--- src/hdl/bbpa_pkg.sv ---
// Shared types and constants for the buffer/block pool allocator.
// Used by bbpa_stack and buffer_block_pool_allocator_top; depends on nothing.
package bbpa_pkg;

    // Both pools share one depth; every stack and table is sized from it.
    localparam int POOL_DEPTH = 64;
    localparam int NUM_BUFS   = POOL_DEPTH;
    localparam int NUM_BLKS   = POOL_DEPTH;
    localparam int IDX_W      = $clog2(POOL_DEPTH);
    localparam int CNT_W      = $clog2(POOL_DEPTH + 1);
    localparam int CFG_IDX_W  = 2;

    // Request codes
    localparam logic [1:0] ACT_ALLOC = 2'd0;
    localparam logic [1:0] ACT_GET   = 2'd1;
    localparam logic [1:0] ACT_FREE  = 2'd2;

    // Status codes
    localparam logic [1:0] ST_OK      = 2'd0;
    localparam logic [1:0] ST_NO_BUF  = 2'd1;
    localparam logic [1:0] ST_NO_BLK  = 2'd2;
    localparam logic [1:0] ST_INVALID = 2'd3;

    // Configuration register indexes
    localparam logic [CFG_IDX_W-1:0] CFG_BUFS_IN_USE = 2'd0;
    localparam logic [CFG_IDX_W-1:0] CFG_BLKS_IN_USE = 2'd1;

    // Commands into one free-list stack
    typedef struct packed {
        logic             init;
        logic [CNT_W-1:0] init_count;
        logic             pop;
        logic             push;
        logic [IDX_W-1:0] push_data;
    } t_stk_ctl;

    // Status out of one free-list stack
    typedef struct packed {
        logic [CNT_W-1:0] count;
        logic [CNT_W-1:0] count_nxt;
        logic [IDX_W-1:0] tos;
    } t_stk_stat;

endpackage

--- src/hdl/bbpa_stack.sv ---
// LIFO free list with the two top entries in registers and the rest in a RAM.
// Depends on bbpa_pkg for widths, depth and the control/status structs.
module bbpa_stack (
    input  logic                i_clk,
    input  logic                i_rst_n,
    input  bbpa_pkg::t_stk_ctl  i_ctl,
    output bbpa_pkg::t_stk_stat o_stat
);
    import bbpa_pkg::*;

    // Entries below the top two; an entry never written holds its own index
    logic [IDX_W-1:0]      r_mem [POOL_DEPTH];
    logic [POOL_DEPTH-1:0] r_vld;
    logic [POOL_DEPTH-1:0] n_vld;

    logic [CNT_W-1:0] r_count, n_count;
    logic [IDX_W-1:0] r_tos, n_tos;
    logic [IDX_W-1:0] r_nos, n_nos;

    // Registered read of the third entry from the top
    logic [IDX_W-1:0] r_rd_mem;
    logic             r_rd_hit, n_rd_hit;
    logic [IDX_W-1:0] r_rd_alt, n_rd_alt;
    logic [IDX_W-1:0] rd_data;

    logic             do_init;
    logic [CNT_W-1:0] init_cnt;
    logic [CNT_W-1:0] sat_cnt;
    logic             do_pop;
    logic             do_push;
    logic             wr_en;
    logic [IDX_W-1:0] wr_addr;
    logic [IDX_W-1:0] wr_data;
    logic [CNT_W-1:0] rd_addr_full;
    logic [IDX_W-1:0] rd_addr;

    assign rd_data = r_rd_hit ? r_rd_alt : r_rd_mem;

    // Reset loads a full pool, a re-init loads the requested count
    assign do_init  = !i_rst_n || i_ctl.init;
    assign init_cnt = !i_rst_n ? CNT_W'(POOL_DEPTH) : i_ctl.init_count;
    assign sat_cnt  = (init_cnt > CNT_W'(POOL_DEPTH)) ? CNT_W'(POOL_DEPTH) : init_cnt;

    assign do_pop  = i_ctl.pop && (r_count != '0);
    assign do_push = i_ctl.push && (r_count < CNT_W'(POOL_DEPTH));

    // Compute next top registers and spill/refill traffic
    always_comb begin
        n_count = r_count;
        n_tos   = r_tos;
        n_nos   = r_nos;
        wr_en   = 1'b0;
        wr_addr = IDX_W'(r_count - CNT_W'(2));
        wr_data = r_nos;
        if (do_init) begin
            n_count = sat_cnt;
            n_tos   = IDX_W'(sat_cnt - CNT_W'(1));
            n_nos   = IDX_W'(sat_cnt - CNT_W'(2));
        end else if (do_push) begin
            // spill the second entry into the RAM
            n_count = r_count + CNT_W'(1);
            n_tos   = i_ctl.push_data;
            n_nos   = r_tos;
            wr_en   = (r_count >= CNT_W'(2));
        end else if (do_pop) begin
            // refill the second entry from the prefetched read
            n_count = r_count - CNT_W'(1);
            n_tos   = r_nos;
            n_nos   = rd_data;
        end
    end

    // Prefetch the entry that will sit third from the top next cycle
    assign rd_addr_full = n_count - CNT_W'(3);
    assign rd_addr      = rd_addr_full[IDX_W-1:0];

    always_comb begin
        n_rd_hit = 1'b0;
        n_rd_alt = rd_addr;
        if (do_init) begin
            n_rd_hit = 1'b1;
        end else if (wr_en && (wr_addr == rd_addr)) begin
            n_rd_hit = 1'b1;
            n_rd_alt = wr_data;
        end else if (!r_vld[rd_addr]) begin
            n_rd_hit = 1'b1;
        end
    end

    always_comb begin
        n_vld = r_vld;
        if (do_init) begin
            n_vld = '0;
        end else if (wr_en) begin
            n_vld[wr_addr] = 1'b1;
        end
    end

    // Control registers; reset is folded into the init path
    always_ff @(posedge i_clk) begin
        r_count  <= n_count;
        r_tos    <= n_tos;
        r_nos    <= n_nos;
        r_rd_hit <= n_rd_hit;
        r_rd_alt <= n_rd_alt;
        r_vld    <= n_vld;
    end

    // RAM write and registered read
    always_ff @(posedge i_clk) begin
        if (wr_en && !do_init) begin
            r_mem[wr_addr] <= wr_data;
        end
        r_rd_mem <= r_mem[rd_addr];
    end

    assign o_stat.count     = r_count;
    assign o_stat.count_nxt = n_count;
    assign o_stat.tos       = r_tos;

endmodule

--- src/hdl/buffer_block_pool_allocator_top.sv ---
// Buffer/block pool allocator top level: request decode, buffer link table,
// configuration registers. Depends on bbpa_pkg and bbpa_stack.
//
// Usage:
//   Request channel: an item is taken at a clock edge with i_start high and
//   o_busy low. o_busy stays low, so one item can be issued every cycle.
//   Each item produces one result. The link RAM is read at the accepting
//   edge, together with the input register. Decode and stack update take
//   the next cycle and load the result register at its end. o_done is
//   then high for one cycle, and the result is taken while it is high.
//   Throughput is one item per
//   cycle; the stack top registers and the link RAM read port each see one
//   access per item, and the link read is forwarded from the item ahead.
//   The receiver cannot stall; results must be taken when strobed.
//   Configuration channel: o_cfg_ready is always high. Writing index 0 or 1
//   sets the number of buffers or blocks placed on the free lists and
//   rebuilds both lists and clears all links in that same cycle. Writes to
//   other indexes are ignored. Write only while no item is in flight.
//   Reset (synchronous, active low) loads 64 buffers and 64 blocks onto the
//   lists and clears all links; no clearing pass is needed, the block
//   takes items as soon as reset is released.
module buffer_block_pool_allocator_top (
    input  logic                           i_clk,
    input  logic                           i_rst_n,
    // request channel
    input  logic                           i_start,
    output logic                           o_busy,
    input  logic [1:0]                     i_action,
    input  logic [bbpa_pkg::IDX_W-1:0]     i_buf_index,
    input  logic                           i_buf_present,
    // result channel
    output logic                           o_done,
    output logic [1:0]                     o_status,
    output logic [bbpa_pkg::IDX_W-1:0]     o_granted_buf,
    output logic [bbpa_pkg::IDX_W-1:0]     o_granted_blk,
    output logic                           o_block_released,
    output logic [bbpa_pkg::CNT_W-1:0]     o_free_buf_count,
    output logic [bbpa_pkg::CNT_W-1:0]     o_free_blk_count,
    // configuration channel
    input  logic                           i_cfg_valid,
    output logic                           o_cfg_ready,
    input  logic [bbpa_pkg::CFG_IDX_W-1:0] i_cfg_index,
    input  logic [6:0]                     i_cfg_data
);
    import bbpa_pkg::*;

    // Configuration
    logic [6:0] r_buffers_in_use;
    logic [6:0] r_blocks_in_use;
    logic       cfg_wr;
    logic       cfg_init;
    logic [6:0] n_buffers_in_use;
    logic [6:0] n_blocks_in_use;

    // Buffer-to-block links; a cleared link means no block attached
    logic [IDX_W-1:0]    r_lnk_mem [NUM_BUFS];
    logic [NUM_BUFS-1:0] r_lnk_vld;
    logic [IDX_W-1:0]    r_lnk_rd;
    logic                lnk_wr;
    logic                lnk_clr;

    // Stage 1: accepted request
    logic             r_s1_vld;
    logic [1:0]       r_s1_action;
    logic [IDX_W-1:0] r_s1_idx;
    logic             r_s1_present;
    logic             accept;

    // Free lists
    t_stk_ctl  buf_ctl, blk_ctl;
    t_stk_stat buf_stat, blk_stat;

    // Decode results
    logic [1:0]       status;
    logic [IDX_W-1:0] gbuf;
    logic [IDX_W-1:0] gblk;
    logic             released;

    // Result register
    logic             r_done;
    logic [1:0]       r_status;
    logic [IDX_W-1:0] r_gbuf;
    logic [IDX_W-1:0] r_gblk;
    logic             r_released;
    logic [CNT_W-1:0] r_buf_cnt;
    logic [CNT_W-1:0] r_blk_cnt;

    assign o_busy      = 1'b0;
    assign o_cfg_ready = 1'b1;
    assign accept      = i_start && !o_busy;

    // Register writes; either known index rebuilds both lists
    assign cfg_wr   = i_cfg_valid && o_cfg_ready;
    assign cfg_init = cfg_wr &&
                      ((i_cfg_index == CFG_BUFS_IN_USE) || (i_cfg_index == CFG_BLKS_IN_USE));
    assign n_buffers_in_use = (cfg_wr && (i_cfg_index == CFG_BUFS_IN_USE)) ?
                              i_cfg_data : r_buffers_in_use;
    assign n_blocks_in_use  = (cfg_wr && (i_cfg_index == CFG_BLKS_IN_USE)) ?
                              i_cfg_data : r_blocks_in_use;

    always_ff @(posedge i_clk) begin
        if (!i_rst_n) begin
            r_buffers_in_use <= 7'(NUM_BUFS);
            r_blocks_in_use  <= 7'(NUM_BLKS);
        end else begin
            r_buffers_in_use <= n_buffers_in_use;
            r_blocks_in_use  <= n_blocks_in_use;
        end
    end

    // Decode the request in stage 1. Freeing a linked buffer always returns
    // its block.
    always_comb begin
        status             = ST_OK;
        gbuf               = '0;
        gblk               = '0;
        released           = 1'b0;
        lnk_wr             = 1'b0;
        lnk_clr            = 1'b0;
        buf_ctl.init       = cfg_init;
        buf_ctl.init_count = CNT_W'(n_buffers_in_use);
        buf_ctl.pop        = 1'b0;
        buf_ctl.push       = 1'b0;
        buf_ctl.push_data  = r_s1_idx;
        blk_ctl.init       = cfg_init;
        blk_ctl.init_count = CNT_W'(n_blocks_in_use);
        blk_ctl.pop        = 1'b0;
        blk_ctl.push       = 1'b0;
        blk_ctl.push_data  = r_lnk_rd;
        if (r_s1_vld) begin
            case (r_s1_action)
                ACT_ALLOC: begin
                    if (buf_stat.count == '0) begin
                        status = ST_NO_BUF;
                    end else begin
                        buf_ctl.pop = 1'b1;
                        gbuf        = buf_stat.tos;
                    end
                end
                ACT_GET: begin
                    // block first; without a buffer the block stays on its list
                    if (blk_stat.count == '0) begin
                        status = ST_NO_BLK;
                    end else if (buf_stat.count == '0) begin
                        status = ST_NO_BUF;
                    end else begin
                        buf_ctl.pop = 1'b1;
                        blk_ctl.pop = 1'b1;
                        gbuf        = buf_stat.tos;
                        gblk        = blk_stat.tos;
                        lnk_wr      = 1'b1;
                    end
                end
                ACT_FREE: begin
                    if (!r_s1_present) begin
                        status = ST_INVALID;
                    end else begin
                        if (r_lnk_vld[r_s1_idx]) begin
                            blk_ctl.push = 1'b1;
                            released     = 1'b1;
                        end
                        buf_ctl.push = 1'b1;
                        lnk_clr      = 1'b1;
                    end
                end
                default: begin
                    status = ST_INVALID;
                end
            endcase
        end
    end

    bbpa_stack u_buf_stack (
        .i_clk   (i_clk),
        .i_rst_n (i_rst_n),
        .i_ctl   (buf_ctl),
        .o_stat  (buf_stat)
    );

    bbpa_stack u_blk_stack (
        .i_clk   (i_clk),
        .i_rst_n (i_rst_n),
        .i_ctl   (blk_ctl),
        .o_stat  (blk_stat)
    );

    // Hold the accepted request for decode
    always_ff @(posedge i_clk) begin
        if (!i_rst_n) begin
            r_s1_vld <= 1'b0;
        end else begin
            r_s1_vld <= accept;
        end
        r_s1_action  <= i_action;
        r_s1_idx     <= i_buf_index;
        r_s1_present <= i_buf_present;
    end

    // Link RAM: write on get, read at the incoming index with forwarding
    // from the item being decoded this cycle
    always_ff @(posedge i_clk) begin
        if (lnk_wr) begin
            r_lnk_mem[buf_stat.tos] <= blk_stat.tos;
        end
        if (lnk_wr && (buf_stat.tos == i_buf_index)) begin
            r_lnk_rd <= blk_stat.tos;
        end else begin
            r_lnk_rd <= r_lnk_mem[i_buf_index];
        end
    end

    // Link valid bits
    always_ff @(posedge i_clk) begin
        if (!i_rst_n || cfg_init) begin
            r_lnk_vld <= '0;
        end else if (lnk_wr) begin
            r_lnk_vld[buf_stat.tos] <= 1'b1;
        end else if (lnk_clr) begin
            r_lnk_vld[r_s1_idx] <= 1'b0;
        end
    end

    // Result register
    always_ff @(posedge i_clk) begin
        if (!i_rst_n) begin
            r_done <= 1'b0;
        end else begin
            r_done <= r_s1_vld;
        end
        r_status   <= status;
        r_gbuf     <= gbuf;
        r_gblk     <= gblk;
        r_released <= released;
        r_buf_cnt  <= buf_stat.count_nxt;
        r_blk_cnt  <= blk_stat.count_nxt;
    end

    assign o_done           = r_done;
    assign o_status         = r_status;
    assign o_granted_buf    = r_gbuf;
    assign o_granted_blk    = r_gblk;
    assign o_block_released = r_released;
    assign o_free_buf_count = r_buf_cnt;
    assign o_free_blk_count = r_blk_cnt;

endmodule
--- config.mk ---
export PLATFORM = sky130hd
export DESIGN_NAME = buffer_block_pool_allocator_top
export DESIGN_NICKNAME = d
export VERILOG_FILES = /design/src/hdl/bbpa_pkg.sv /design/src/hdl/bbpa_stack.sv /design/src/hdl/buffer_block_pool_allocator_top.sv
export SDC_FILE = /design/constraint.sdc
export NUM_CORES = 2
export LEC_CHECK = 0
export BUFFER_PORTS_ARGS = -buffer_cell sky130_fd_sc_hd__buf_2
export CAP_MARGIN = 0
export CORE_ASPECT_RATIO = 0.7
export CORE_UTILIZATION = 60
export DETAILED_ROUTE_END_ITERATION = 8
export PLACE_DENSITY_LB_ADDON = 0.1
export SLEW_MARGIN = 30
export SYNTH_ARGS = -nofsm -noshare
export SYNTH_HDL_FRONTEND = slang
export SYNTH_HIERARCHICAL = 1
export SYNTH_SLANG_ARGS = --single-unit
--- constraint.sdc ---
create_clock -name i_clk -period 7 [get_ports i_clk]
set_input_delay 0.7 -clock i_clk [delete_from_list [all_inputs] [get_ports i_clk]]
set_output_delay 0.7 -clock i_clk [all_outputs]
set_load 0.05 [all_outputs]
==> flow_summary.html <==
<table>
<tr><th>Metric</th><th>Value</th></tr>
<tr><th colspan="2">Run status</th></tr>
<tr><td>Run status</td><td>completed</td></tr>
<tr><th colspan="2">Yosys</th></tr>
<tr><td>Compound-cell area share of the yosys netlist</td><td>just over 7%</td></tr>
<tr><td>Area share of the leading cell type in the synthesized netlist</td><td>roughly 60%</td></tr>
<tr><td>Count of state elements after synthesis</td><td>~1500</td></tr>
<tr><td>Gate count after technology mapping</td><td>3600</td></tr>
<tr><td>Combinational family with the most area after synthesis</td><td>multiplexers</td></tr>
<tr><td>Top cell types by occurrence after synthesis</td><td>sky130_fd_sc_hd__edfxtp_1 (1176), sky130_fd_sc_hd__nor2_1 (447), sky130_fd_sc_hd__dfxtp_1 (286)</td></tr>
<tr><td>Number of distinct library cell variants in the gate-level netlist after synthesis</td><td>between 90 and 100</td></tr>
<tr><td>Sequential element share of the synthesized area</td><td>between 60% and 70%</td></tr>
<tr><td>Leading register cell type out of synthesis</td><td>sky130_fd_sc_hd__edfxtp_1</td></tr>
<tr><td>FFs w/ async S/R, synth</td><td>0%</td></tr>
<tr><td>Synthesized-area fraction occupied by xor and xnor cells</td><td>less than 1%</td></tr>
<tr><td>Syn_nets</td><td>3644</td></tr>
<tr><td>Count of flip-flops with a built-in enable after synthesis</td><td>between 1000 and 1500</td></tr>
<tr><td>Post-Synthesis Mean Instance Area</td><td>around 16 µm²</td></tr>
<tr><td>Most instantiated library cell after synthesis</td><td>sky130_fd_sc_hd__edfxtp_1</td></tr>
<tr><td>Fraction of the mapped netlist area in simple logic gates</td><td>under 10%</td></tr>
<tr><td>Synth Area in Adders</td><td>0.469%</td></tr>
<tr><td>Yosys synthesis warning count</td><td>6</td></tr>
<tr><td>Cell taking the most area after synthesis</td><td>sky130_fd_sc_hd__edfxtp_1</td></tr>
<tr><td>Cell types occupying the most area after synthesis</td><td>sky130_fd_sc_hd__edfxtp_1 (60%), sky130_fd_sc_hd__dfxtp_1 (9.8%), sky130_fd_sc_hd__mux4_2 (9.6%), sky130_fd_sc_hd__nor2_1 (2.9%), sky130_fd_sc_hd__mux2i_1 (1.6%)</td></tr>
<tr><td>Portion of netlist area occupied by mux cells</td><td>between 10% and 20%</td></tr>
<tr><td>Post-synthesis instance area</td><td>58700 µm²</td></tr>
<tr><th colspan="2">Worst setup path</th></tr>
<tr><td>Slowest cell on crit path</td><td>sky130_fd_sc_hd__and2_1</td></tr>
<tr><td>Category of the worst setup path launch point</td><td>flip-flop</td></tr>
<tr><td>Critical Setup Path Class</td><td>flip-flop to flip-flop</td></tr>
<tr><td>Largest fanout on the critical path</td><td>29</td></tr>
<tr><td>CP Data Required Time</td><td>around 7.6 ns</td></tr>
<tr><td>Signal arrival time at the worst endpoint</td><td>approximately 7 ns</td></tr>
<tr><td>Largest stage delay, worst path</td><td>between 0.8 and 0.9 ns</td></tr>
<tr><td>Cell family with the largest share of critical-path delay</td><td>simple AND/OR/NAND/NOR gates</td></tr>
<tr><td>CP endpoint kind</td><td>flip-flop</td></tr>
<tr><td>CP cell instances</td><td>and2_1, a221oi_1, nor3_1, a211oi_1, a31oi_1, buf_4, nor2b_1, o21ai_0, a2bb2oi_2, a21oi_4, inv_2, ha_4, buf_4, mux4_2, mux4_2, a22oi_1, nand2_1</td></tr>
<tr><td>Buffers and inverters on the worst path</td><td>3</td></tr>
<tr><th colspan="2">Placement</th></tr>
<tr><td>Post-detail-place hpwl</td><td>99600 µm</td></tr>
<tr><td>Number of buffers inserted by port buffering</td><td>just over 50</td></tr>
<tr><td>Setup slack at placement</td><td>around 0.93 ns</td></tr>
<tr><td>Gp weighted congestion</td><td>slightly below 1</td></tr>
<tr><th colspan="2">Drt</th></tr>
<tr><td>Routed len/inst</td><td>between 30 and 40 µm</td></tr>
<tr><td>Iteration-0 DRC Markers</td><td>5095</td></tr>
<tr><td>Final ANT Viol Nets</td><td>0</td></tr>
<tr><td>Drt total wl</td><td>156000 µm</td></tr>
<tr><td>Number of detailed-route iterations in the first pass</td><td>8</td></tr>
<tr><td>Per-cell via count in the routed design</td><td>6.86</td></tr>
<tr><td>Detailed-route DRC error count</td><td>0</td></tr>
<tr><td>Total via count in the routed design</td><td>about 35000</td></tr>
<tr><th colspan="2">Global route</th></tr>
<tr><td>Combined global-route utilization of all metal layers</td><td>between 30% and 40%</td></tr>
<tr><td>Largest net degree at the start of global routing</td><td>between 100 and 150</td></tr>
<tr><td>Gr ovfl total</td><td>0</td></tr>
<tr><td>Global-route wire length before repair</td><td>around 230000 µm</td></tr>
<tr><td>Vias in the first global route</td><td>approximately 33000</td></tr>
<tr><td>Number of antenna violations at the first check in global routing</td><td>3</td></tr>
<tr><th colspan="2">Pwr</th></tr>
<tr><td>Peak VDD IR</td><td>around 0.27 mV</td></tr>
<tr><td>Areal power density over the cells</td><td>about 280 nW/µm²</td></tr>
<tr><td>Comb pwr share</td><td>7.6%</td></tr>
<tr><td>Internal Dissipation</td><td>about 14000 µW</td></tr>
<tr><td>Fraction of power consumed by the clock network</td><td>40.1%</td></tr>
<tr><td>Post-layout total power</td><td>between 15000 and 20000 µW</td></tr>
<tr><td>Proportion of power drawn by flip-flops and latches</td><td>52.4%</td></tr>
<tr><td>Total leakage power</td><td>about 0.021 µW</td></tr>
<tr><td>Psw</td><td>between 4000 and 5000 µW</td></tr>
<tr><td>Switching share of total power</td><td>22.9%</td></tr>
<tr><th colspan="2">Floorplan</th></tr>
<tr><td>Effective utilization at floorplan</td><td>between 60% and 70%</td></tr>
<tr><td>Vertical die dimension</td><td>~260 µm</td></tr>
<tr><td>Overall die width</td><td>376 µm</td></tr>
<tr><td>Row count</td><td>95</td></tr>
<tr><td>Io pins</td><td>54</td></tr>
<tr><td>Area of the placeable core</td><td>around 96000 µm²</td></tr>
<tr><td>Floorplan die area</td><td>99100 µm²</td></tr>
<tr><th colspan="2">Clock network</th></tr>
<tr><td>Clk sink count</td><td>between 1000 and 1500</td></tr>
<tr><td>Number of buffers created by CTS</td><td>135</td></tr>
<tr><td>Number of gates resized after CTS</td><td>0</td></tr>
<tr><td>CTS tree</td><td>done</td></tr>
<tr><td>Clock root buffer</td><td>sky130_fd_sc_hd__clkbuf_16</td></tr>
<tr><td>Post CTS Setup Buffer Count</td><td>0</td></tr>
<tr><td>Clock slew seen by the registers of the worst setup and hold paths</td><td>about 0.06 ns</td></tr>
<tr><td>Worst-case clock buffer depth</td><td>3</td></tr>
<tr><td>Number of H-tree levels</td><td>4</td></tr>
<tr><td>Insertion delay of the later-clocked pin in the worst-skew pair</td><td>roughly 0.77 ns</td></tr>
<tr><td>Number of buffers added to fix hold violations after cts</td><td>3</td></tr>
<tr><th colspan="2">Min path</th></tr>
<tr><td>Worst hold path class</td><td>input port to flip-flop</td></tr>
<tr><th colspan="2">Run</th></tr>
<tr><td>Number of maximum-capacitance constraint violations</td><td>0</td></tr>
<tr><th colspan="2">Timing</th></tr>
<tr><td>Actual transition at the worst max-transition pin</td><td>roughly 1.1 ns</td></tr>
<tr><td>RSZ-0062 raised after global routing</td><td>no</td></tr>
<tr><td>Final critical-path share of the clock period</td><td>89.4%</td></tr>
<tr><td>Max Clk Rate</td><td>roughly 0.16 GHz</td></tr>
<tr><td>Final number of max-transition violations</td><td>0</td></tr>
<tr><td>Final hold viol count</td><td>0</td></tr>
<tr><td>Final total negative setup slack</td><td>0 ns</td></tr>
<tr><td>Max Clock Skew</td><td>about 0.027 ns</td></tr>
<tr><td>Post-route setup slack</td><td>approximately 0.74 ns</td></tr>
<tr><td>Worst-case headroom to the max-slew limit</td><td>~30%</td></tr>
<tr><td>Period minus WS final</td><td>~6.3 ns</td></tr>
<tr><td>Final worst hold slack</td><td>slightly below 0.05 ns</td></tr>
<tr><td>Count of endpoints failing setup in the final report</td><td>0</td></tr>
<tr><th colspan="2">Layout</th></tr>
<tr><td>Area used by multi-input combinational logic</td><td>roughly 17000 µm²</td></tr>
<tr><td>Filler cell count</td><td>~6400</td></tr>
<tr><td>Fraction of final layout cells sized beyond drive strength 1</td><td>between 20% and 30%</td></tr>
<tr><td>Nets@finish</td><td>3709</td></tr>
<tr><td>Sequential cell area</td><td>41100 µm²</td></tr>
<tr><td>Area growth from synthesis to final layout</td><td>10.5%</td></tr>
</table>
through the flow:
step	cells	util, %	area (µm²)
after global routing	5086	67.3	64800
after global placement	4831	62.6	60400
final	5087	67.3	64800
after floorplan	3600	-	58700
after detailed placement	4832	62.7	60400
after CTS	5084	67.2	64800
logic make-up after synthesis:
logic type,Yosys count
mux,413
other cells,2
compound gates,536
fa+ha+maj,22
flops,1462
xor+xnor,41
simple gates,883
buf+inv,241
placed cells by master (no fill, tap or decap), drive strengths merged, types with 15 or more instances in the layout:
master	netlist	routed
and2	27	27
inv	28	37
nor2b	19	19
edfxtp	1176	1176
nand4	32	32
a221oi	49	49
ha	22	22
mux4	260	260
mux2i	92	92
clkbuf	112	192
a211oi	18	18
a22oi	56	56
nand2	172	172
nand3	54	54
clkinv	1	34
a21oi	58	58
a221o	15	15
a32oi	38	38
nor3	23	23
mux2	61	61
o21ai	51	51
and3	27	27
buf	100	137
nor2	449	449
xnor2	27	27
a31oi	24	24
o22ai	18	18
dfxtp	286	286
o221a	65	65
o21a	32	32
sequential cells by signal, summed over array words and instances (netlist names), 64 cells and up:
name / flops
r_lnk_mem: 384
r_lnk_vld: 64
u_blk_stack/r_mem: 384
u_blk_stack/r_vld: 64
u_buf_stack/r_mem: 384
u_buf_stack/r_vld: 64
area by class of cell:
cell class | count | share of cell area [%]
tap | 1309 | 2.53
timing repair buffer | 140 | 1.62
sequential | 1462 | 63.3
clock buffer | 192 | 5.83
inverter | 29 | 0.168
multi-input combinational | 1897 | 25.6
clock inverter | 57 | 0.901
antenna | 1 | 0.00386
power by group through the flow:
stage               combinational, µW  sequential, µW  clock [µW]
floorplan                         785            9810           0
global placement                 1310            9770           0
detailed placement               1350            9760           0
CTS                              1350            9580        7410
global route                     1450            9580        7740
finish                           1380            9580        7330
worst paths after layout:
path	end	slack [ns]	cells after the start	startpoint
hold reg to reg	u_blk_stack/r_vld[0]$_SDFFE_PN0P_	0.47	1	u_blk_stack/r_vld[0]$_SDFFE_PN0P_
setup reg to reg	u_blk_stack/r_rd_mem[5]$_DFF_P_	0.74	17	r_s1_idx[0]$_DFF_P_
hold / removal	r_s1_idx[2]$_DFF_P_	0.05	1	i_buf_index[2]
setup / recovery	u_blk_stack/r_rd_mem[5]$_DFF_P_	0.74	17	r_s1_idx[0]$_DFF_P_
routing by layer:
metal	global-route usage [%]	wire length, µm
met3	8.22	19500
met5	0	0
met1	49.4	65600
met2	44.0	66400
met4	9.92	4390
(Power assumes the default switching activity.)
